### src/design/piecewise_linear_interpolator_core_defines.svh
// Assertion macros used by the interpolator core.
`ifndef PIECEWISE_LINEAR_INTERPOLATOR_CORE_DEFINES_SVH
`define PIECEWISE_LINEAR_INTERPOLATOR_CORE_DEFINES_SVH

// A condition that must hold at every clock edge out of reset.
`define PLI_ASSERT_ALWAYS(lbl, expr, msg) \
    lbl: assert property (@(posedge i_clk) disable iff (!i_rst_n) (expr)) else $error(msg);

// A condition that must hold in the cycle after its trigger.
`define PLI_ASSERT_NEXT(lbl, ante, cons, msg) \
    lbl: assert property (@(posedge i_clk) disable iff (!i_rst_n) (ante) |=> (cons)) \
        else $error(msg);

`endif

### src/design/pli_pkg.sv
// Shared types and constants of the piecewise linear interpolator.
package pli_pkg;

    localparam int DATA_W         = 32;
    localparam int COUNT_W        = 5;
    localparam int INDEX_W        = 4;
    localparam int MAX_POINTS_DEF = 16;
    localparam int DIV_STEPS      = 32;
    localparam int ALU_W          = DATA_W + 1;

    localparam logic ACT_WRITE = 1'b0;
    localparam logic ACT_EVAL  = 1'b1;

    localparam logic ALU_ADD = 1'b0;
    localparam logic ALU_SUB = 1'b1;

    typedef struct packed {
        logic busy;
        logic done;
    } t_div_stat;

endpackage

### src/design/piecewise_linear_interpolator_core.sv
// Piecewise linear interpolator top level: sequencer, shared ALU, table and divider.
// A write transaction is taken in IDLE and the next may follow at once. An evaluate
// clamps at the first or the last point, else searches for the segment and then forms
// the span, offset, y difference and product, divides and adds, raising o_out_valid;
// input is taken again once the result is in the output register.
// Synchronous active-low reset clears the sequencer, output valid and point_count (to 1).
`include "piecewise_linear_interpolator_core_defines.svh"

module piecewise_linear_interpolator_core #(
    parameter int MAX_POINTS = pli_pkg::MAX_POINTS_DEF
) (
    input  logic                                    i_clk,
    input  logic                                    i_rst_n,
    input  logic                                    i_cfg_valid,
    output logic                                    o_cfg_ready,
    input  logic [pli_pkg::COUNT_W-1:0]             i_cfg_data,
    input  logic                                    i_in_valid,
    output logic                                    o_in_stall,
    input  logic                                    i_action,
    input  logic [pli_pkg::INDEX_W-1:0]             i_point_index,
    input  logic signed [pli_pkg::DATA_W-1:0]       i_x_value,
    input  logic signed [pli_pkg::DATA_W-1:0]       i_y_value,
    output logic                                    o_out_valid,
    input  logic                                    i_out_stall,
    output logic signed [pli_pkg::DATA_W-1:0]       o_y_result
);

    localparam int AW = $clog2(MAX_POINTS);
    localparam int DW = pli_pkg::DATA_W;

    localparam logic [3:0] S_IDLE   = 4'd0;
    localparam logic [3:0] S_FIRST  = 4'd1;
    localparam logic [3:0] S_LAST   = 4'd2;
    localparam logic [3:0] S_SCAN   = 4'd3;
    localparam logic [3:0] S_SPAN   = 4'd4;
    localparam logic [3:0] S_OFS    = 4'd5;
    localparam logic [3:0] S_DY     = 4'd6;
    localparam logic [3:0] S_DYN    = 4'd7;
    localparam logic [3:0] S_MUL    = 4'd8;
    localparam logic [3:0] S_DSTART = 4'd9;
    localparam logic [3:0] S_DWAIT  = 4'd10;
    localparam logic [3:0] S_ADD    = 4'd11;
    localparam logic [3:0] S_FIN    = 4'd12;

    logic [3:0]                  r_state;
    logic [pli_pkg::COUNT_W-1:0] r_point_count;
    logic [AW-1:0]               r_idx;
    logic [AW-1:0]               r_last_idx;
    logic [DW-1:0]               r_q;
    logic [DW-1:0]               r_x1;
    logic [DW-1:0]               r_y1;
    logic [DW-1:0]               r_x2;
    logic [DW-1:0]               r_y2;
    logic [DW-1:0]               r_span;
    logic [DW-1:0]               r_ofs;
    logic [DW-1:0]               r_mag;
    logic                        r_neg;
    logic [2*DW-1:0]             r_prod;
    logic [DW-1:0]               r_res;
    logic                        r_out_valid;
    logic [DW-1:0]               r_y_result;

    logic                        w_accept;
    logic                        w_wr_en;
    logic [AW-1:0]               w_last_idx;
    logic                        w_rd_en;
    logic [AW-1:0]               w_rd_addr;
    logic [DW-1:0]               w_rd_x;
    logic [DW-1:0]               w_rd_y;
    logic                        w_alu_op;
    logic [pli_pkg::ALU_W-1:0]   w_alu_a;
    logic [pli_pkg::ALU_W-1:0]   w_alu_b;
    logic [pli_pkg::ALU_W-1:0]   w_alu_res;
    logic                        w_neg;
    logic                        w_advance;
    logic                        w_div_start;
    pli_pkg::t_div_stat          w_div_stat;
    logic [DW-1:0]               w_quot;
    logic                        w_out_free;

    assign o_cfg_ready = 1'b1;
    assign o_in_stall  = (r_state != S_IDLE);
    assign o_out_valid = r_out_valid;
    assign o_y_result  = r_y_result;

    assign w_accept   = i_in_valid && !o_in_stall;
    assign w_wr_en    = w_accept && (i_action == pli_pkg::ACT_WRITE)
                        && (32'(i_point_index) < 32'(MAX_POINTS));
    assign w_neg      = w_alu_res[pli_pkg::ALU_W-1];
    assign w_advance  = w_neg && (r_idx != r_last_idx);
    assign w_out_free = !r_out_valid || !i_out_stall;

    // A count of zero acts as one and a count beyond the table saturates.
    always_comb begin
        if (r_point_count == '0) begin
            w_last_idx = '0;
        end else if (32'(r_point_count) > 32'(MAX_POINTS)) begin
            w_last_idx = AW'(MAX_POINTS - 1);
        end else begin
            w_last_idx = AW'(r_point_count - pli_pkg::COUNT_W'(1));
        end
    end

    // Read requests and ALU operands for each step of the sequence.
    always_comb begin
        w_rd_en     = 1'b0;
        w_rd_addr   = '0;
        w_alu_op    = pli_pkg::ALU_SUB;
        w_alu_a     = '0;
        w_alu_b     = '0;
        w_div_start = 1'b0;
        case (r_state)
            S_IDLE: begin
                w_rd_en = w_accept && (i_action == pli_pkg::ACT_EVAL);
            end
            S_FIRST: begin
                w_alu_a   = {w_rd_x[DW-1], w_rd_x};
                w_alu_b   = {r_q[DW-1], r_q};
                w_rd_en   = w_neg;
                w_rd_addr = r_last_idx;
            end
            S_LAST: begin
                w_alu_a   = {r_q[DW-1], r_q};
                w_alu_b   = {w_rd_x[DW-1], w_rd_x};
                w_rd_en   = w_neg;
                w_rd_addr = AW'(1);
            end
            S_SCAN: begin
                w_alu_a   = {w_rd_x[DW-1], w_rd_x};
                w_alu_b   = {r_q[DW-1], r_q};
                w_rd_en   = w_advance;
                w_rd_addr = r_idx + AW'(1);
            end
            S_SPAN: begin
                w_alu_a = {r_x2[DW-1], r_x2};
                w_alu_b = {r_x1[DW-1], r_x1};
            end
            S_OFS: begin
                w_alu_a = {r_q[DW-1], r_q};
                w_alu_b = {r_x1[DW-1], r_x1};
            end
            S_DY: begin
                w_alu_a = {r_y2[DW-1], r_y2};
                w_alu_b = {r_y1[DW-1], r_y1};
            end
            S_DYN: begin
                w_alu_a = {r_y1[DW-1], r_y1};
                w_alu_b = {r_y2[DW-1], r_y2};
            end
            S_DSTART: begin
                w_div_start = 1'b1;
            end
            S_ADD: begin
                w_alu_op = r_neg ? pli_pkg::ALU_SUB : pli_pkg::ALU_ADD;
                w_alu_a  = {r_y1[DW-1], r_y1};
                w_alu_b  = {1'b0, w_quot};
            end
            default: begin
                w_rd_en = 1'b0;
            end
        endcase
    end

    always_ff @(posedge i_clk) begin
        if (!i_rst_n) begin
            r_state       <= S_IDLE;
            r_point_count <= pli_pkg::COUNT_W'(1);
            r_out_valid   <= 1'b0;
        end else begin
            if (i_cfg_valid && o_cfg_ready) begin
                r_point_count <= i_cfg_data;
            end
            if ((r_state == S_FIN) && w_out_free) begin
                r_out_valid <= 1'b1;
            end else if (r_out_valid && !i_out_stall) begin
                r_out_valid <= 1'b0;
            end
            case (r_state)
                S_IDLE: begin
                    if (w_accept && (i_action == pli_pkg::ACT_EVAL)) begin
                        r_state <= S_FIRST;
                    end
                end
                S_FIRST:  r_state <= w_neg ? S_LAST : S_FIN;
                S_LAST:   r_state <= w_neg ? S_SCAN : S_FIN;
                S_SCAN:   r_state <= w_advance ? S_SCAN : S_SPAN;
                S_SPAN:   r_state <= S_OFS;
                S_OFS:    r_state <= S_DY;
                S_DY:     r_state <= w_neg ? S_DYN : S_MUL;
                S_DYN:    r_state <= S_MUL;
                S_MUL:    r_state <= S_DSTART;
                S_DSTART: r_state <= S_DWAIT;
                S_DWAIT: begin
                    if (w_div_stat.done) begin
                        r_state <= S_ADD;
                    end
                end
                S_ADD:    r_state <= S_FIN;
                S_FIN: begin
                    if (w_out_free) begin
                        r_state <= S_IDLE;
                    end
                end
                default:  r_state <= S_IDLE;
            endcase
        end
    end

    // Datapath registers.
    always_ff @(posedge i_clk) begin
        case (r_state)
            S_IDLE: begin
                r_q        <= i_x_value;
                r_last_idx <= w_last_idx;
            end
            S_FIRST: begin
                r_x1  <= w_rd_x;
                r_y1  <= w_rd_y;
                r_res <= w_rd_y;
            end
            S_LAST: begin
                r_res <= w_rd_y;
                r_idx <= AW'(1);
            end
            S_SCAN: begin
                if (w_advance) begin
                    r_x1  <= w_rd_x;
                    r_y1  <= w_rd_y;
                    r_idx <= r_idx + AW'(1);
                end else begin
                    r_x2 <= w_rd_x;
                    r_y2 <= w_rd_y;
                end
            end
            S_SPAN:  r_span <= w_alu_res[DW-1:0];
            S_OFS:   r_ofs  <= w_alu_res[DW-1:0];
            S_DY: begin
                r_neg <= w_neg;
                r_mag <= w_alu_res[DW-1:0];
            end
            S_DYN:   r_mag  <= w_alu_res[DW-1:0];
            S_MUL:   r_prod <= r_ofs * r_mag;
            S_ADD:   r_res  <= w_alu_res[DW-1:0];
            S_FIN: begin
                if (w_out_free) begin
                    r_y_result <= r_res;
                end
            end
            default: r_res <= r_res;
        endcase
    end

    pli_table #(
        .MAX_POINTS (MAX_POINTS)
    ) u_table (
        .i_clk     (i_clk),
        .i_wr_en   (w_wr_en),
        .i_wr_addr (AW'(i_point_index)),
        .i_wr_x    (i_x_value),
        .i_wr_y    (i_y_value),
        .i_rd_en   (w_rd_en),
        .i_rd_addr (w_rd_addr),
        .o_rd_x    (w_rd_x),
        .o_rd_y    (w_rd_y)
    );

    pli_alu u_alu (
        .i_op  (w_alu_op),
        .i_a   (w_alu_a),
        .i_b   (w_alu_b),
        .o_res (w_alu_res)
    );

    pli_div u_div (
        .i_clk      (i_clk),
        .i_rst_n    (i_rst_n),
        .i_start    (w_div_start),
        .i_dividend (r_prod),
        .i_divisor  (r_span),
        .o_stat     (w_div_stat),
        .o_quot     (w_quot)
    );

    `PLI_ASSERT_ALWAYS(a_div_busy_in_wait, !w_div_stat.busy || (r_state == S_DWAIT), "divider running outside its wait step")
    `PLI_ASSERT_ALWAYS(a_div_done_in_wait, !w_div_stat.done || (r_state == S_DWAIT), "divider finished outside its wait step")
    `PLI_ASSERT_NEXT(a_scan_exit, r_state == S_SCAN, (r_state == S_SCAN) || (r_state == S_SPAN), "search left to an unexpected step")

endmodule

### src/design/pli_table.sv
// Breakpoint store: one write port and one registered read port.
module pli_table #(
    parameter int MAX_POINTS = pli_pkg::MAX_POINTS_DEF
) (
    input  logic                                i_clk,
    input  logic                                i_wr_en,
    input  logic [$clog2(MAX_POINTS)-1:0]       i_wr_addr,
    input  logic [pli_pkg::DATA_W-1:0]          i_wr_x,
    input  logic [pli_pkg::DATA_W-1:0]          i_wr_y,
    input  logic                                i_rd_en,
    input  logic [$clog2(MAX_POINTS)-1:0]       i_rd_addr,
    output logic [pli_pkg::DATA_W-1:0]          o_rd_x,
    output logic [pli_pkg::DATA_W-1:0]          o_rd_y
);

    logic [2*pli_pkg::DATA_W-1:0] r_mem [MAX_POINTS];
    logic [2*pli_pkg::DATA_W-1:0] r_rd_data;

    always_ff @(posedge i_clk) begin
        if (i_wr_en) begin
            r_mem[i_wr_addr] <= {i_wr_x, i_wr_y};
        end
        if (i_rd_en) begin
            r_rd_data <= r_mem[i_rd_addr];
        end
    end

    assign o_rd_x = r_rd_data[2*pli_pkg::DATA_W-1:pli_pkg::DATA_W];
    assign o_rd_y = r_rd_data[pli_pkg::DATA_W-1:0];

endmodule

### src/design/pli_alu.sv
// Shared adder and subtractor used for every compare and difference and the final sum.
module pli_alu (
    input  logic                        i_op,
    input  logic [pli_pkg::ALU_W-1:0]   i_a,
    input  logic [pli_pkg::ALU_W-1:0]   i_b,
    output logic [pli_pkg::ALU_W-1:0]   o_res
);

    always_comb begin
        case (i_op)
            pli_pkg::ALU_ADD: o_res = i_a + i_b;
            pli_pkg::ALU_SUB: o_res = i_a - i_b;
            default:          o_res = i_a - i_b;
        endcase
    end

endmodule

### src/design/pli_div.sv
// Restoring divider: 64-bit dividend by 32-bit divisor, one quotient bit per cycle.
module pli_div (
    input  logic                            i_clk,
    input  logic                            i_rst_n,
    input  logic                            i_start,
    input  logic [2*pli_pkg::DATA_W-1:0]    i_dividend,
    input  logic [pli_pkg::DATA_W-1:0]      i_divisor,
    output pli_pkg::t_div_stat              o_stat,
    output logic [pli_pkg::DATA_W-1:0]      o_quot
);

    localparam int STEP_W = $clog2(pli_pkg::DIV_STEPS);

    logic [STEP_W-1:0]           r_step;
    logic                        r_busy;
    logic                        r_done;
    logic [pli_pkg::DATA_W-1:0]  r_rem;
    logic [pli_pkg::DATA_W-1:0]  r_low;
    logic [pli_pkg::DATA_W-1:0]  r_divisor;
    logic [pli_pkg::DATA_W:0]    w_trial;
    logic [pli_pkg::DATA_W:0]    w_diff;
    logic                        w_fits;

    // The caller guarantees the quotient fits 32 bits, so the upper half of the
    // dividend is already below the divisor and serves as the first remainder.
    assign w_trial = {r_rem, r_low[pli_pkg::DATA_W-1]};
    assign w_diff  = w_trial - {1'b0, r_divisor};
    assign w_fits  = !w_diff[pli_pkg::DATA_W];

    always_ff @(posedge i_clk) begin
        if (!i_rst_n) begin
            r_busy <= 1'b0;
            r_done <= 1'b0;
            r_step <= '0;
        end else begin
            r_done <= 1'b0;
            if (i_start) begin
                r_busy <= 1'b1;
                r_step <= '0;
            end else if (r_busy) begin
                r_step <= r_step + STEP_W'(1);
                if (r_step == STEP_W'(pli_pkg::DIV_STEPS - 1)) begin
                    r_busy <= 1'b0;
                    r_done <= 1'b1;
                end
            end
        end
    end

    always_ff @(posedge i_clk) begin
        if (i_start) begin
            r_rem     <= i_dividend[2*pli_pkg::DATA_W-1:pli_pkg::DATA_W];
            r_low     <= i_dividend[pli_pkg::DATA_W-1:0];
            r_divisor <= i_divisor;
        end else if (r_busy) begin
            r_rem <= w_fits ? w_diff[pli_pkg::DATA_W-1:0] : w_trial[pli_pkg::DATA_W-1:0];
            r_low <= {r_low[pli_pkg::DATA_W-2:0], w_fits};
        end
    end

    assign o_stat.busy = r_busy;
    assign o_stat.done = r_done;
    assign o_quot      = r_low;

endmodule

### config.mk
export PLATFORM = sky130hd
export DESIGN_NAME = piecewise_linear_interpolator_core
export DESIGN_NICKNAME = d
export VERILOG_FILES = /design/src/design/pli_pkg.sv /design/src/design/piecewise_linear_interpolator_core.sv /design/src/design/pli_table.sv /design/src/design/pli_alu.sv /design/src/design/pli_div.sv
export VERILOG_INCLUDE_DIRS = /design/src /design/src/design
export SDC_FILE = /design/constraint.sdc
export NUM_CORES = 2
export LEC_CHECK = 0
export ABC_CLOCK_PERIOD_IN_PS = 23400
export BUFFER_PORTS_ARGS = -buffer_cell sky130_fd_sc_hd__buf_2
export CAP_MARGIN = 10
export CORE_UTILIZATION = 40
export DETAILED_ROUTE_END_ITERATION = 7
export GPL_ROUTABILITY_DRIVEN = 0
export MAX_ROUTING_LAYER = met4
export PLACE_DENSITY = 0.6
export SLEW_MARGIN = 20
export SYNTH_ARGS = -nofsm -noshare
export SYNTH_HDL_FRONTEND = slang
export SYNTH_SLANG_ARGS = --single-unit
### constraint.sdc
create_clock -name i_clk -period 23.4 [get_ports i_clk]
set_input_delay 1.17 -clock i_clk [delete_from_list [all_inputs] [get_ports i_clk]]
set_output_delay 1.17 -clock i_clk [all_outputs]
set_load 0.02 [all_outputs]
# Word level (Yosys, flattened, before mapping)
# Memory sizes are Yosys's and may differ from the RTL's. A register that Yosys moved wholly into a read port is not among the register bits.
# Cells that the tools add are included.
totals:
  ff_bits: 506
  latch_bits: 0
  ramBits: 1024
  romBits: 0
  input_bits: 79
  output_inout_bits: 35
  wordCells: 124
  memories: 1
mem_list:
  columns: ["memory", "words", "width", "rd", "rd_clocked_by_memory_dff", "write_ports", "line_no", "text"]
  rows:
  - ["u_table.r_mem", 16, 64, 1, 1, 1, "pli_table.sv:16", "logic [2*pli_pkg::DATA_W-1:0] r_mem [MAX_POINTS];"]
op_classes:
  add_sub_neg: 6
  multipliers: 1
  n_div: 0
  order_cmp: 1
  eq_ne: 18
  shifts: 0
  mux: 37
  n_bitwise: 5
  reduce_logical: 32
op_table:
  columns: ["operator", "count"]
  rows:
  - ["two-way mux 32 bit", 7]
  - ["case mux 33 bit (6 select lines)", 1]
  - ["case mux 32 bit (2 select lines)", 3]
  - ["case mux 33 bit (5 select lines)", 1]
  - ["case mux 33 bit (2 select lines)", 1]
  - ["multiplier 32 x 32 -> 64 bit", 1]
  - ["case mux 4 bit (13 select lines)", 1]
  - ["adder 33 bit", 1]
  - ["subtractor 33 x 32 -> 33 bit", 1]
  - ["subtractor 33 bit", 1]
  - ["two-way mux 4 bit", 8]
  - ["equality test 4 bit (second input constant)", 5]
  - ["equality test 4 x 3 -> 1 bit (second input constant)", 4]
  - ["OR reduction 2 bit", 7]
  - ["case mux 4 bit (3 select lines)", 1]
  - ["two-way mux 1 bit", 11]
  - ["nonzero test 2 bit", 5]
  - ["equality test 4 x 2 -> 1 bit (second input constant)", 2]
  - ["case mux 4 bit (2 select lines)", 1]
  - ["AND reduction 2 bit", 4]
  - ["logical AND 1 bit", 6]
  - ["inequality test 2 bit (second input constant)", 3]
  - ["adder 5 x 1 -> 5 bit (second input constant)", 1]
  - ["equality test 5 bit (second input constant)", 1]
  - ["16 further kinds", 23]

# Longest topological paths before layout
logic_depth:
  ltp_word: 8
  ltp_mapped: 29
  mapped_depth_nobuf: 28

# Modules after synthesis
# Synthesis repeated with hierarchy kept, for this count alone.
unflattened:
  cells_unflattened: 7097
  area_unflattened_um2: 96943.0
by_module_without_submodules:
  columns: ["mod", "n_inst", "cells_per_inst", "area_per_inst_um2", "seq_area_each_um2"]
  rows:
  - ["piecewise_linear_interpolator_core", 1, 4544, 48164.9, 12001.5]
  - ["pli_table", 1, 1647, 40222.3, 32671.3]
  - ["pli_div", 1, 557, 6143.4, 3022.9]
  - ["pli_alu", 1, 349, 2412.3, 0.0]

# Least setup slack after synthesis
# No wires, ideal clock.
synth_path:
  path_type: "flip-flop to flip-flop"
  startpoint: "register r_state[0]"
  endpoint: "register u_table.r_rd_data[0] in the netlist's numbering, read port of u_table.r_mem, enable pin"
  setup_time_ps: 827
  t_arrival_ps: 15029
  required_time_ps: 22573
  slack_ps: 7544
  stages_incl_launch_ff: 22
  n_path_buf: 4
  synth_period_minus_slack_ps: 15856
  path_cell_list: "dfxtp_1 buf_6 buf_4 or2_2 clkbuf_1 nor2_1 clkbuf_1 a22oi_1 nand2_1 a221oi_1 ha_1 fa_1 nand2b_1 a21oi_1 o211ai_1 a31oi_1 o21ai_0 o21ai_0 o31ai_1 xor2_1 o21ai_0 a2111oi_0"
synth_via:
  elab_chain_len: 7
  word_cells_on_any_way: 28
  cone_classes: "add/sub: 2; eq/ne: 8; mux: 6; bitwise: 1; reduce/logical: 11"
synth_rtl:
  columns: ["item", "line_no", "text"]
  rows:
  - ["from (decl)", "piecewise_linear_interpolator_core.sv:45", "logic [3:0] r_state;"]
  - ["from (signal assigned)", "piecewise_linear_interpolator_core.sv:184", "S_FIRST: r_state <= w_neg ? S_LAST : S_FIN;"]
  - ["from (signal assigned)", "piecewise_linear_interpolator_core.sv:185", "S_LAST: r_state <= w_neg ? S_SCAN : S_FIN;"]
  - ["from (signal assigned)", "piecewise_linear_interpolator_core.sv:186", "S_SCAN: r_state <= w_advance ? S_SCAN : S_SPAN;"]
  - ["equality test 4 x 3 -> 1 bit (tied with other cells)", "piecewise_linear_interpolator_core.sv:112", "case (r_state)"]
  - ["OR reduction 2 bit (no line)", null, null]
  - ["case mux 33 bit (6 select lines) / case mux 33 bit (5 select lines) (equally long branches)", "piecewise_linear_interpolator_core.sv:112", null]
  - ["subtractor 33 bit / adder 33 bit (equally long branches)", "pli_alu.sv:12, pli_alu.sv:11", null]
  - ["case mux 33 bit (2 select lines)", "pli_alu.sv:10", "case (i_op)"]
  - ["logical AND 1 bit", "piecewise_linear_interpolator_core.sv:90", "assign w_advance = w_neg && (r_idx != r_last_idx);"]
  - ["case mux 1 bit (3 select lines) *", "piecewise_linear_interpolator_core.sv:112", null]
  - ["via u_table.i_rd_en", "pli_table.sv:10", "input logic i_rd_en,"]
  - ["to (decl)", "pli_table.sv:17", "logic [2*pli_pkg::DATA_W-1:0] r_rd_data;"]
# The timed path passes the listed nets; every way through them passes the cells marked *.
# A chain may end at the register's enable or synchronous reset.

# Worst setup path after layout
layout_path:
  startpoint: "register r_ofs[12]"
  endpoint: "register r_prod[58], data pin"
layout_via:
  elab_chain_len: 1
layout_rtl:
  columns: ["item", "line_no", "text"]
  rows:
  - ["from (decl)", "piecewise_linear_interpolator_core.sv:55", "logic [DW-1:0] r_ofs;"]
  - ["from (signal assigned)", "piecewise_linear_interpolator_core.sv:236", "S_OFS: r_ofs <= w_alu_res[DW-1:0];"]
  - ["multiplier 32 x 32 -> 64 bit", "piecewise_linear_interpolator_core.sv:242", "S_MUL: r_prod <= r_ofs * r_mag;"]
  - ["to (signal assigned)", "piecewise_linear_interpolator_core.sv:242", null]
  - ["to (decl)", "piecewise_linear_interpolator_core.sv:58", "logic [2*DW-1:0] r_prod;"]
# Every way passes these cells.

==> reports/results.ini <==
[setup_path]
ff2ff_path_depth=27
critical_path_peak_fanout=19
cp.required_ns=23.95
end_kind=flip-flop
path_buf_inv=7
r2r-start=r_ofs[12]
crit_path_top_delay_cell=edfxtp_1
slowest_delay_ns=0.85
start_kind=flip-flop
cp_top_family=adder cells
crit_type=flip-flop to flip-flop
r2r_slack_ns=14.26
cp.arrival_ns=9.70
crit_top_cell=fa_1
timing.rr.end=r_prod[58]

[global_routing]
grt_pass1_wl_mm=386
grt_usage=0.215
grt_antenna_before_repair=27
grt_pass1_vias=60700
gr-total-overflow=0
grt_max_degree=117

[clock_network]
worstSkewPairLatency_ns=0.81
clk_pin_slew_worst_paths_ns=0.07
postCtsSetupBuffers=0
cts_buffer_depth=3
cts.repair.resized=0
cts_root_buf=clkbuf_16
cts_hold_repair.buffers=0
cts_tree=done
htree_levels=4
cts_buffers=163
cts_num_sinks=1594

[sta]
worst_slew_pin_slew_ns=1.28
maxSlewViolCount=0
fmax_ghz=0.109
fin_crit_ns=9.14
setup_viol=0
hold_viol=0
tns_ns=0
finalCritPeriodShare=0.391
finalClockSkew_ns=0.0488
rsz0062_at_grt=no
slew-limit-headroom=0.144

[synth]
synth.cell_area_mm2=0.0977
synth_seq_cells=1594
syn_inst=7372
synth_nets=8681
ys_seq_area_frac=0.488
yosysMostFrequentCell=edfxtp_1
yosysTopAreaCellShare=0.485
syn_avg_cell_area_um2=13.2
ys_async_sr_fraction=0
yosys.area.top_type=edfxtp_1
synth_cell_types=88
synth_commonest_cells=edfxtp_1, inv_1, fa_1
ys.flop_type=edfxtp_1
synthTopCellsByArea=edfxtp_1, fa_1, mux4_2
yosysWarningCount=0
synth_edf_count=1577

[min_path]
whs_endpoint=o_y_result[13]
min_from=r_res[13]
hp-class=flip-flop to flip-flop
hold_depth=0

[floorplan]
dieArea_mm2=0.246
die_w_um=496
chipHeight_um=496
core_mm2=0.243
rows=181
num_io_pins=114
start_util=0.402

[job]
maxCapViolations=0

[drt]
first_pass_iters=6
wl_met3_mm=14.8
drt-met1-wl_mm=108
drt_iter0_markers=5527
drcViolationCount=0
wire_per_inst_um=23.5
top_layer_used=met4
wl_met2_mm=123
routed_wl_mm=253
ant_nets=0
vias=58100
via_per_inst=5.41

[final_layout]
finalNetCount=8705
synthToLayoutAreaGrowth_pct=9.98
drive_above_1_share=0.110
n_fill_cell=21800

[place]
io_buffers=112
dp_hpwl_mm=173

[outcome]
status=completed

==> layer usage <==
metal,track usage,vias to the layer above
li1,-,25300
met1,0.286,30600
met5,-,-
met2,0.346,1860
met4,0.0594,0
met3,0.0279,362
==> stage by stage <==
step	cell area, um^2	std cells	utilization	hold WS, ns	setup WS (ns)
3_5_place_dp	102000	10400	0.420	0.405	14.15
5_1_grt	107000	10800	0.442	0.419	13.89
2_1_floorplan	97700	7372	-	0.400	7.54
4_1_cts	107000	10700	0.442	0.413	14.16
3_3_place_gp	102000	10400	0.420	0.401	14.21
6_report	107000	10800	0.442	0.415	14.26
==> layout by cell type, fill, tap and decap left out, types with 81 or more instances in the layout <==
master,instances
buf_4,128
mux4_2,256
o21ai_0,122
nor2_1,122
and2_1,651
inv_1,986
nand2_1,876
fa_1,898
clkbuf_16,166
a211oi_1,82
buf_2,112
edfxtp_1,1577
xnor2_1,99
ha_1,332
a31oi_1,81
a21oi_1,171
==> worst max-delay path by stage <==
stage          slack [ns]              endpoint  startpoint  cells after the start
2_1_floorplan        7.54  u_table.r_rd_data[0]  r_state[0]                     21
3_3_place_gp        14.21            r_prod[59]    r_mag[7]                     26
3_5_place_dp        14.15            r_prod[59]    r_mag[7]                     26
4_1_cts             14.16            r_prod[59]    r_mag[7]                     26
5_1_grt             13.89            r_prod[63]   r_ofs[12]                     27
6_report            14.26            r_prod[58]   r_ofs[12]                     27
==> registers in the layout, indices dropped and copies added (netlist names), 32 cells and up <==
name	flops
u_div.r_divisor	32
u_div.r_rem	32
r_res	32
r_y2	32
r_prod	64
r_x2	32
r_q	32
r_y1	32
o_y_result	32
r_mag	32
r_span	32
r_x1	32
u_div.o_quot	32
u_table.r_mem	1024
r_ofs	32
u_table.r_rd_data	64
==> logic make-up after synthesis <==
logic type	share of synthesized area
buffers and inverters	0.0540
other	0.0000384
AND/OR/NAND/NOR	0.0966
multiplexers	0.0676
AO/OA/AOI/OAI	0.0533
adder cells (fa/ha/maj)	0.227
flip-flops	0.488
XOR/XNOR	0.0135
==> cell type report <==
cell class / count / area, um^2 / share of cell area
Inverter: 989 / 3710 / 0.0346
Antenna cell: 22 / 55.1 / 0.000513
Clock inverter: 94 / 1040 / 0.00969
Timing Repair Buffer: 246 / 1640 / 0.0153
Sequential cell: 1594 / 47700 / 0.444
Multi-Input combinational cell: 4402 / 45000 / 0.419
Clock buffer: 205 / 4300 / 0.0400
Tap cell: 3202 / 4010 / 0.0373
Power is not shown: default switching activity piles up to over one toggle a cycle in this logic, so the estimate is an artifact.
